<file path="src/hw/rtl/dasc_pkg.sv">
// dasc_pkg: shared types and constants for the direct address syntax checker.
// Character classes, parser phases, expected-token codes and the result record.
// No dependencies.
package dasc_pkg;

	localparam logic [7:0] CH_NUL    = 8'h00;
	localparam logic [7:0] CH_PCT    = 8'h25;
	localparam logic [7:0] CH_STAR   = 8'h2A;
	localparam logic [7:0] CH_BANG   = 8'h21;
	localparam logic [7:0] CH_DOLLAR = 8'h24;
	localparam logic [7:0] CH_QUOTE  = 8'h22;
	localparam logic [7:0] CH_PLUS   = 8'h2B;
	localparam logic [7:0] CH_DOT    = 8'h2E;
	localparam logic [7:0] CH_UNDER  = 8'h5F;

	typedef enum logic [4:0] {
		C_NUL, C_PCT, C_STAR, C_BANG, C_DOLLAR, C_QUOTE, C_PLUS, C_DOT, C_UNDER,
		C_DIGIT, C_I, C_Q, C_M, C_X, C_B, C_W, C_D, C_L, C_S, C_ALPHA, C_OTHER
	} cls_t;

	typedef enum logic [3:0] {
		PH_PCT, PH_LOC, PH_SIZE, PH_ASIZE, PH_STAR, PH_FFIRST, PH_FBEGIN,
		PH_DIGITS, PH_QUOTE, PH_IDENT, PH_FAFTER, PH_MOD, PH_SWALLOW
	} phase_t;

	typedef enum logic [2:0] {
		EXP_NONE, EXP_PCT, EXP_LOC, EXP_SEP, EXP_SIZE, EXP_FIELD
	} exp_t;

	localparam logic [1:0] LOC_NONE = 2'd0;
	localparam logic [1:0] LOC_I    = 2'd1;
	localparam logic [1:0] LOC_Q    = 2'd2;
	localparam logic [1:0] LOC_M    = 2'd3;

	localparam logic [2:0] SZ_NONE = 3'd0;
	localparam logic [2:0] SZ_X    = 3'd1;
	localparam logic [2:0] SZ_B    = 3'd2;
	localparam logic [2:0] SZ_W    = 3'd3;
	localparam logic [2:0] SZ_D    = 3'd4;
	localparam logic [2:0] SZ_L    = 3'd5;
	localparam logic [2:0] SZ_S    = 3'd6;

	typedef struct packed {
		logic       ok;
		logic [2:0] expected_code;
		logic       unterminated_quote;
		logic [7:0] stop_index;
		logic [1:0] location;
		logic [2:0] size_code;
		logic       has_star;
		logic       has_modifier;
	} res_t;

	typedef struct packed {
		logic in_valid;
		logic res_full;
	} back_stat_t;

	typedef struct packed {
		logic in_pop;
		logic res_push;
	} back_ctl_t;

endpackage

</file>
<file path="src/hw/rtl/dasc_parse.sv">
// dasc_parse: back end, grammar state machine over classified characters.
// Depends on dasc_pkg; fed from the class queue, writes the result queue.
module dasc_parse
	import dasc_pkg::*;
#(
	parameter int MAX_LEN = 255,
	parameter int IDXW    = 8
) (
	input  logic       clk,
	input  logic       arst_n,
	input  back_stat_t stat,
	input  cls_t       cls,
	output back_ctl_t  ctl,
	output res_t       res
);

	typedef struct packed {
		phase_t ph;
		logic   emit;
		logic   ok;
		exp_t   code;
		logic   unt;
		logic   set_mod;
	} step_t;

	phase_t        phase_q;
	logic [IDXW-1:0] idx_q;
	logic [1:0]    loc_q, loc_d;
	logic [2:0]    size_q, size_d;
	logic          star_q, star_d;
	logic          mod_q;
	step_t         s;
	phase_t        phase_d;
	logic          take;
	logic [31:0]   idx_ext;

	function automatic logic is_alpha(cls_t c);
		return c == C_I || c == C_Q || c == C_M || c == C_X || c == C_B || c == C_W ||
			c == C_D || c == C_L || c == C_S || c == C_ALPHA;
	endfunction

	function automatic step_t st_stay(phase_t p);
		step_t r;
		r.ph      = p;
		r.emit    = 1'b0;
		r.ok      = 1'b0;
		r.code    = EXP_NONE;
		r.unt     = 1'b0;
		r.set_mod = 1'b0;
		return r;
	endfunction

	function automatic step_t st_emit(logic ok, exp_t code, logic unt);
		step_t r;
		r      = st_stay(PH_SWALLOW);
		r.emit = 1'b1;
		r.ok   = ok;
		r.code = code;
		r.unt  = unt;
		return r;
	endfunction

	function automatic step_t after_field(cls_t c, logic newf);
		step_t r;
		if (c == C_NUL) begin
			r = st_emit(1'b1, EXP_NONE, 1'b0);
		end else if (c == C_DOT && newf) begin
			r = st_stay(PH_FBEGIN);
		end else if (c == C_BANG) begin
			r = st_stay(PH_MOD);
			r.set_mod = 1'b1;
		end else begin
			r = st_emit(1'b0, EXP_FIELD, 1'b0);
		end
		return r;
	endfunction

	function automatic step_t field_char(cls_t c, logic first);
		step_t r;
		if (first && c == C_NUL) begin
			r = st_emit(1'b0, EXP_FIELD, 1'b0);
		end else if (c == C_DIGIT) begin
			r = st_stay(PH_DIGITS);
		end else if (c == C_QUOTE) begin
			r = st_stay(PH_QUOTE);
		end else if (is_alpha(c) || c == C_UNDER || c == C_DOLLAR) begin
			r = st_stay(PH_IDENT);
		end else begin
			r = after_field(c, 1'b0);
		end
		return r;
	endfunction

	assign take         = stat.in_valid && !stat.res_full;
	assign ctl.in_pop   = take;
	assign ctl.res_push = take && s.emit;

	always_comb begin
		s      = st_stay(phase_q);
		loc_d  = loc_q;
		size_d = size_q;
		star_d = star_q;
		unique case (phase_q)
			PH_PCT: begin
				if (cls == C_PCT) s = st_stay(PH_LOC);
				else              s = st_emit(1'b0, EXP_PCT, 1'b0);
			end
			PH_LOC: begin
				if (is_alpha(cls)) begin
					s = st_stay(PH_SIZE);
					priority if (cls == C_I) loc_d = LOC_I;
					else if (cls == C_Q)     loc_d = LOC_Q;
					else if (cls == C_M)     loc_d = LOC_M;
					else                     s = st_emit(1'b0, EXP_LOC, 1'b0);
				end else if (cls == C_STAR) begin
					star_d = 1'b1;
					s      = st_stay(PH_STAR);
				end else begin
					s = field_char(cls, 1'b1);
				end
			end
			PH_SIZE, PH_ASIZE: begin
				if (phase_q == PH_SIZE && (is_alpha(cls) || cls == C_UNDER)) begin
					s = st_stay(PH_ASIZE);
					priority if (cls == C_X) size_d = SZ_X;
					else if (cls == C_B)     size_d = SZ_B;
					else if (cls == C_W)     size_d = SZ_W;
					else if (cls == C_D)     size_d = SZ_D;
					else if (cls == C_L)     size_d = SZ_L;
					else if (cls == C_S)     size_d = SZ_S;
					else                     s = st_emit(1'b0, EXP_SIZE, 1'b0);
				end else if (cls == C_STAR) begin
					star_d = 1'b1;
					s      = st_stay(PH_STAR);
				end else begin
					s = field_char(cls, 1'b1);
				end
			end
			PH_STAR: begin
				if (cls == C_NUL)                        s = st_emit(1'b1, EXP_NONE, 1'b0);
				else if (cls == C_PLUS || cls == C_DOT)  s = st_stay(PH_FFIRST);
				else if (cls == C_BANG)                  s = field_char(cls, 1'b1);
				else                                     s = st_emit(1'b0, EXP_SEP, 1'b0);
			end
			PH_FFIRST: s = field_char(cls, 1'b1);
			PH_FBEGIN: s = field_char(cls, 1'b0);
			PH_DIGITS: begin
				if (cls != C_DIGIT) s = after_field(cls, 1'b1);
			end
			PH_QUOTE: begin
				if (cls == C_QUOTE)     s = st_stay(PH_FAFTER);
				else if (cls == C_NUL)  s = st_emit(1'b0, EXP_FIELD, 1'b1);
			end
			PH_IDENT: begin
				if (!(is_alpha(cls) || cls == C_DIGIT || cls == C_UNDER))
					s = after_field(cls, 1'b1);
			end
			PH_FAFTER: s = after_field(cls, 1'b1);
			PH_MOD: begin
				if (cls == C_NUL) s = st_emit(1'b1, EXP_NONE, 1'b0);
			end
			PH_SWALLOW: s = st_stay(PH_SWALLOW);
			default: s = st_stay(PH_SWALLOW);
		endcase
		if (s.emit) phase_d = s.ok ? PH_PCT : PH_SWALLOW;
		else        phase_d = s.ph;
	end

	assign idx_ext                = 32'(idx_q);
	assign res.ok                 = s.ok;
	assign res.expected_code      = s.code;
	assign res.unterminated_quote = s.unt;
	assign res.stop_index         = idx_ext[7:0];
	assign res.location           = loc_q;
	assign res.size_code          = size_q;
	assign res.has_star           = star_q;
	assign res.has_modifier       = mod_q;

	always_ff @(posedge clk or negedge arst_n) begin
		if (!arst_n) begin
			phase_q <= PH_PCT;
			idx_q   <= '0;
			loc_q   <= LOC_NONE;
			size_q  <= SZ_NONE;
			star_q  <= 1'b0;
			mod_q   <= 1'b0;
		end else if (take) begin
			if (cls == C_NUL) begin
				phase_q <= PH_PCT;
				idx_q   <= '0;
				loc_q   <= LOC_NONE;
				size_q  <= SZ_NONE;
				star_q  <= 1'b0;
				mod_q   <= 1'b0;
			end else begin
				phase_q <= phase_d;
				loc_q   <= loc_d;
				size_q  <= size_d;
				star_q  <= star_d;
				if (s.set_mod) mod_q <= 1'b1;
				if (idx_q < IDXW'(MAX_LEN)) idx_q <= idx_q + IDXW'(1);
			end
		end
	end

	assert property (@(posedge clk) disable iff (!arst_n) idx_q <= IDXW'(MAX_LEN))
		else $error("char index past limit");
	assert property (@(posedge clk) disable iff (!arst_n)
		ctl.res_push && res.ok |-> (res.expected_code == EXP_NONE && !res.unterminated_quote))
		else $error("accepted result carries an error code");
	assert property (@(posedge clk) disable iff (!arst_n)
		ctl.res_push && res.unterminated_quote |-> (!res.ok && res.expected_code == EXP_FIELD))
		else $error("unterminated quote without field error");
	assert property (@(posedge clk) disable iff (!arst_n)
		(take && cls == C_NUL) |=> (phase_q == PH_PCT && idx_q == '0))
		else $error("terminator did not restart the string");
	assert property (@(posedge clk) disable iff (!arst_n)
		(take && s.emit && !s.ok && cls != C_NUL) |=> phase_q == PH_SWALLOW)
		else $error("error did not enter swallow");

endmodule
</file>
<file path="config.mk">
export PLATFORM = sky130hd
export DESIGN_NAME = dasc_parse
export DESIGN_NICKNAME = d
export VERILOG_FILES = /design/src/hw/rtl/dasc_pkg.sv /design/src/hw/rtl/dasc_parse.sv
export SDC_FILE = /design/constraint.sdc
export NUM_CORES = 1
export LEC_CHECK = 0
export ABC_AREA = 1
export BUFFER_PORTS_ARGS = -buffer_cell sky130_fd_sc_hd__buf_2
export CAP_MARGIN = 20
export CELL_PAD_IN_SITES_DETAIL_PLACEMENT = 1
export CELL_PAD_IN_SITES_GLOBAL_PLACEMENT = 1
export CORE_MARGIN = 3
export CORE_UTILIZATION = 42
export DETAILED_ROUTE_END_ITERATION = 6
export GPL_TIMING_DRIVEN = 0
export MAX_ROUTING_LAYER = met4
export PLACE_DENSITY = 0.95
export SKIP_LAST_GASP = 1
export SYNTH_ARGS = -nofsm -noshare
export SYNTH_HDL_FRONTEND = slang
export SYNTH_SLANG_ARGS = --single-unit
</file>
<file path="constraint.sdc">
create_clock -name clk -period 3.7 [get_ports clk]
set_input_delay 0.185 -clock clk [delete_from_list [all_inputs] [get_ports clk]]
set_output_delay 0.185 -clock clk [all_outputs]
set_load 0.005 [all_outputs]
</file>
======== Yosys cells after proc, flatten, opt, wreduce, memory -nomap -nowiden ========
Index checks and enable logic that the tools add are counted.
storage, ports and cells
  input bits .............................. 9
  memories ................................ 0
  latch bits .............................. 0
  memory bits (writable) .................. 0
  bits in read-only memories .............. 0
  logic and storage cells ................. 144
  output and inout port bits .............. 22
  register bits ........................... 19
operators by class
  reduce and logical (&&, ||, !) cells .... 36
  shift-type cells ........................ 0
  order comparisons ....................... 1
  multiplexer cells ....................... 63
  equality and inequality tests ........... 37
  $mul .................................... 0
  bitwise operators ....................... 0
  add/sub/neg operators ................... 1
  divide/modulo/power cells ............... 0
operator list
  operator                                                                count
  11-bit two-way mux                                                      28
  11-bit one-hot mux with 11 select lines                                 1
  10-bit two-way mux                                                      5
  5-bit by 4-bit equality test with 1-bit output (second input constant)  8
  3-bit two-way mux                                                       9
  5-bit by 3-bit equality test with 1-bit output (second input constant)  4
  5-bit equality test (second input constant)                             4
  9-bit two-way mux                                                       2
  4-bit by 3-bit equality test with 1-bit output (second input constant)  4
  4-bit equality test (second input constant)                             4
  8-bit two-way mux                                                       2
  1-bit logical OR                                                        14
  2-bit two-way mux                                                       6
  4-bit two-way mux                                                       3
  4-bit != test (second input constant)                                   3
  4-bit AND reduction                                                     3
  2-bit nonzero test                                                      6
  5-bit by 2-bit equality test with 1-bit output (second input constant)  2
  3-bit != test (second input constant)                                   3
  8-bit by 1-bit adder with 8-bit output (second input constant)          1
  4-bit by 2-bit equality test with 1-bit output (second input constant)  2
  8-bit < comparator (second input constant)                              1
  7-bit nonzero test                                                      1
  1-bit two-way mux                                                       6
  13 further kinds                                                        16

======== Longest topological paths before layout ========
  depth after elaboration ................. 22
  mapped depth ............................ 14

======== Least setup slack after synthesis ========
OpenSTA, ideal clock, no wires.
  path kind ............................... register to output
  start point ............................. reg phase_q[1]
  end point ............................... out ctl[0] (netlist bit)
  required time ........................... 3.515 ns
  path slack .............................. 2.050 ns
  arrival time ............................ 1.465 ns
  cell stages (with the launch flop) ...... 12
  buffers on the path ..................... 0
  cell sequence ........................... dfrtp_1 nor2_1 inv_1 nor2_1 inv_1 nor2_1 a21oi_1 o21ai_1 nor2_1 nand3_1 nor2_1 a21oi_1
RTL lines
  what                      line               RTL
  start: declaration        dasc_parse.sv:26   phase_t phase_q;
  start signal: assignment  dasc_parse.sv:196  phase_q <= phase_d;
  end: declaration          dasc_parse.sv:13   output back_ctl_t ctl,

==> flow_metrics.env <==
export IMPL_cts_tree="yes"
export IMPL_synth_edf_count=0
export IMPL_fin_ws_ns=1.27
export IMPL_grt_start_max_net_pins=20
export IMPL_cp_slowest_cell="dfrtp_1"
export IMPL_cts_setup_buffers=0
export IMPL_cp_slowest_stage_delay_ns=0.45
export IMPL_ys_seq_area_share_pct=26.0
export IMPL_routed_via_density=5.62
export IMPL_clk_insertion_delay_late_ns=0.26
export IMPL_drt_pass1_iter_count=4
export IMPL_grt_overflow=0
export IMPL_antenna_found_initial=0
export IMPL_grt_pass1_wl_um=10500
export IMPL_critical_path_startpoint_type="flip-flop"
export IMPL_first_global_vias=2183
export IMPL_vias=2148
export IMPL_cts_root_buf="clkbuf_8"
export IMPL_drt_iter0_drc=70
export IMPL_ant_nets=0
export IMPL_reg2reg_setup_slack_ns=1.83
export IMPL_min_to="mod_q"
export IMPL_maxCapViolCount=0
export IMPL_worst_setup_path_type="reg2out"
export IMPL_p_sw_share_pct=46.7
export IMPL_power_leakage_nw=1.15
export IMPL_io_buffers=30
export IMPL_combPwrFrac_pct=52.3
export IMPL_r2r_start="phase_q[1]"
export IMPL_final_cells=382
export IMPL_drive_above_1_share_pct=18.4
export IMPL_end_kind="output pin"
export IMPL_skew_ns=0.00103
export IMPL_synthDistinctLibCells=34
export IMPL_cp_required_ns=3.51
export IMPL_max_slew_worst_pin_slew_ns=0.567
export IMPL_setup_violations=0
export IMPL_ys_flop_type="dfrtp_1"
export IMPL_slew_headroom_pct=62.1
export IMPL_dp_hpwl_um=5240
export IMPL_hold_start="stat[0]"
export IMPL_status="finished clean"
export IMPL_timing_hold_violations_final=0
export IMPL_synth_area_per_cell_um2=6.15
export IMPL_switchingPower_mw=0.457
export IMPL_drv_slew=0
export IMPL_start_util_pct=44.7
export IMPL_rows=23
export IMPL_cpMostUsedCell="nor2_1"
export IMPL_clk_pin_slew_ns=0.07
export IMPL_syn_cell_area_um2=1830
export IMPL_fmax_mhz=411
export IMPL_dieArea_um2=5180
export IMPL_wl_per_cell_um=16.6
export IMPL_ys_ff_latch=19
export IMPL_min_delay_path_depth=4
export IMPL_reg2regPathDepth=9
export IMPL_regToRegEndpoint="phase_q[0]"
export IMPL_chipHeight_um=72.0
export IMPL_drc=0
export IMPL_dp_cells=377
export IMPL_cts_sinks=19
export IMPL_htree_levels=1
export IMPL_cts_buffers=3
export IMPL_intPower_mw=0.520
export IMPL_design_core_area_um2=4090
export IMPL_p_per_area_nw_per_um2=466
export IMPL_yosys_warnings=0
export IMPL_path_cells="nor2_1, inv_1, nor2_1, inv_1, nor2_1, a21oi_1, o21ai_1, nor2_1, nand3_1, nor2_1, a21oi_1, buf_2"
export IMPL_clkPwrFrac_pct=15.2
export IMPL_ir_drop_mv=0.166
export IMPL_n_antenna_cell=0
export IMPL_ys_async_sr_fraction_pct=100
export IMPL_fp_dieW_um=72.0
export IMPL_period_share_pct=65.7
export IMPL_min_period_ns=2.43
export IMPL_syn_num_nets=307
export IMPL_drt_wl_total_um=6330
export IMPL_cts_resized=0
export IMPL_synth_cells=297
export IMPL_nets=343
export IMPL_syn2layout_area_growth_pct=14.7
export IMPL_power_total_mw=0.977
export IMPL_path_max_fanout=7
export IMPL_pre_cts_slack_ns=1.57
export IMPL_gp_congestion=0.995
export IMPL_ioPinCount=31
export IMPL_track_usage_pct=26.5
export IMPL_clock_path_buffers=2
export IMPL_rsz0062_at_grt="false"
export IMPL_fillers=607
export IMPL_arrival_ns=2.25
export IMPL_fin_tns_setup_ns=0
export IMPL_pwr_share_seq_pct=32.5
export IMPL_hold_path_class="in2reg"
[how the worst max path moves through the flow]
stage	start	endpoint	slack, ns	cells after the start
2_1_floorplan	phase_q[1]	ctl[0]	2.05	11
3_3_place_gp	phase_q[1]	ctl[0]	1.73	12
3_5_place_dp	phase_q[1]	ctl[0]	1.57	12
4_1_cts	phase_q[1]	ctl[0]	1.28	12
5_1_grt	phase_q[1]	ctl[0]	1.02	12
6_report	phase_q[1]	ctl[0]	1.27	12
[cell usage after synthesis, types with 2 or more instances]
cell type | number | area, um^2
nand4_1 | 10 | 62.6
dfrtp_1 | 19 | 475
o21ai_1 | 2 | 10.0
nor3_1 | 8 | 40.0
o21ai_0 | 19 | 95.1
nand2_4 | 2 | 22.5
inv_1 | 46 | 173
nor2_4 | 5 | 56.3
inv_2 | 3 | 11.3
a21oi_1 | 14 | 70.1
nand2_2 | 4 | 25.0
nor2_2 | 5 | 31.3
buf_4 | 3 | 22.5
nor4_1 | 3 | 18.8
nand3_1 | 20 | 100
nand2_1 | 73 | 274
nand3_4 | 2 | 35.0
nor2_1 | 43 | 161
[cells by family (layout without fill, tap and decap cells)]
family / Yosys count / after routing / share of synthesized area [%]
compound gates: 44 / 44 / 13.5
fa+ha+maj: 1 / 1 / 0.685
simple gates: 179 / 179 / 47.8
flops: 19 / 19 / 26.0
xor+xnor: 1 / 1 / 0.480
buf+inv: 53 / 88 / 11.5
[flip-flops by register name (all words and copies together), names as in the netlist]
signal   cells
idx_q        8
loc_q        2
mod_q        1
phase_q      4
size_q       3
star_q       1
[per-stage QoR]
step	util, %	cell area [um^2]	hold slack [ns]
2_1_floorplan	-	1830	-0.111
3_3_place_gp	49.9	2040	0.138
3_5_place_dp	49.9	2040	0.150
4_1_cts	51.3	2090	0.350
5_1_grt	51.3	2090	0.381
6_report	51.3	2090	0.354
[layer usage]
metal / part of all wire (%) / GRT usage, % / up-vias
li1: - / - / 1035
met2: 51 / 46.8 / 59
met1: 42 / 30.5 / 1033
met3: 3.6 / 2.08 / 21
met4: 3.5 / 12.3 / 0
met5: 0 / - / -
[critical path, delay by kind of cell, from the launching register on]
| kind | cells | cell delay [ns] |
|---|---|---|
| AND/OR/NAND/NOR | 6 | 0.85 |
| flip-flops | 1 | 0.45 |
| buffers and inverters | 3 | 0.38 |
| AO/OA/AOI/OAI | 3 | 0.29 |
[area by class of cell]
class	count	area, um^2	area share (%)
multi-input cells	225	1140	54.5
flip-flops and latches	19	475	22.7
inverters	50	188	8.96
repair buffers	31	160	7.65
well taps	50	62.6	2.99
clock buffers	4	45.0	2.15
plain buffers	3	22.5	1.08
[timing repair]
action	in CTS	in global routing
hold endpoints to repair	19	0
endpoints found under the setup margin	0	0
hold buffers	1	0
[power by group through the flow]
| stage | clock network [mW] | registers (mW) | logic [mW] |
|---|---|---|---|
| floorplan | 0 | 0.311 | 0.325 |
| global placement | 0 | 0.312 | 0.481 |
| detailed placement | 0 | 0.319 | 0.510 |
| CTS | 0.149 | 0.316 | 0.511 |
| global route | 0.151 | 0.324 | 0.577 |
| finish | 0.149 | 0.317 | 0.511 |
[layout by cell type (no fill, tap or decap), drive strengths merged, types with 3 or more instances in the layout]
master   n
nor2    54
nand2   79
o21ai   21
buf     33
nor3     9
inv     49
nand4   10
clkbuf   4
nor4     3
nand3   23
a21oi   14
dfrtp   19
Note: power is estimated with default switching activity, not from simulation.
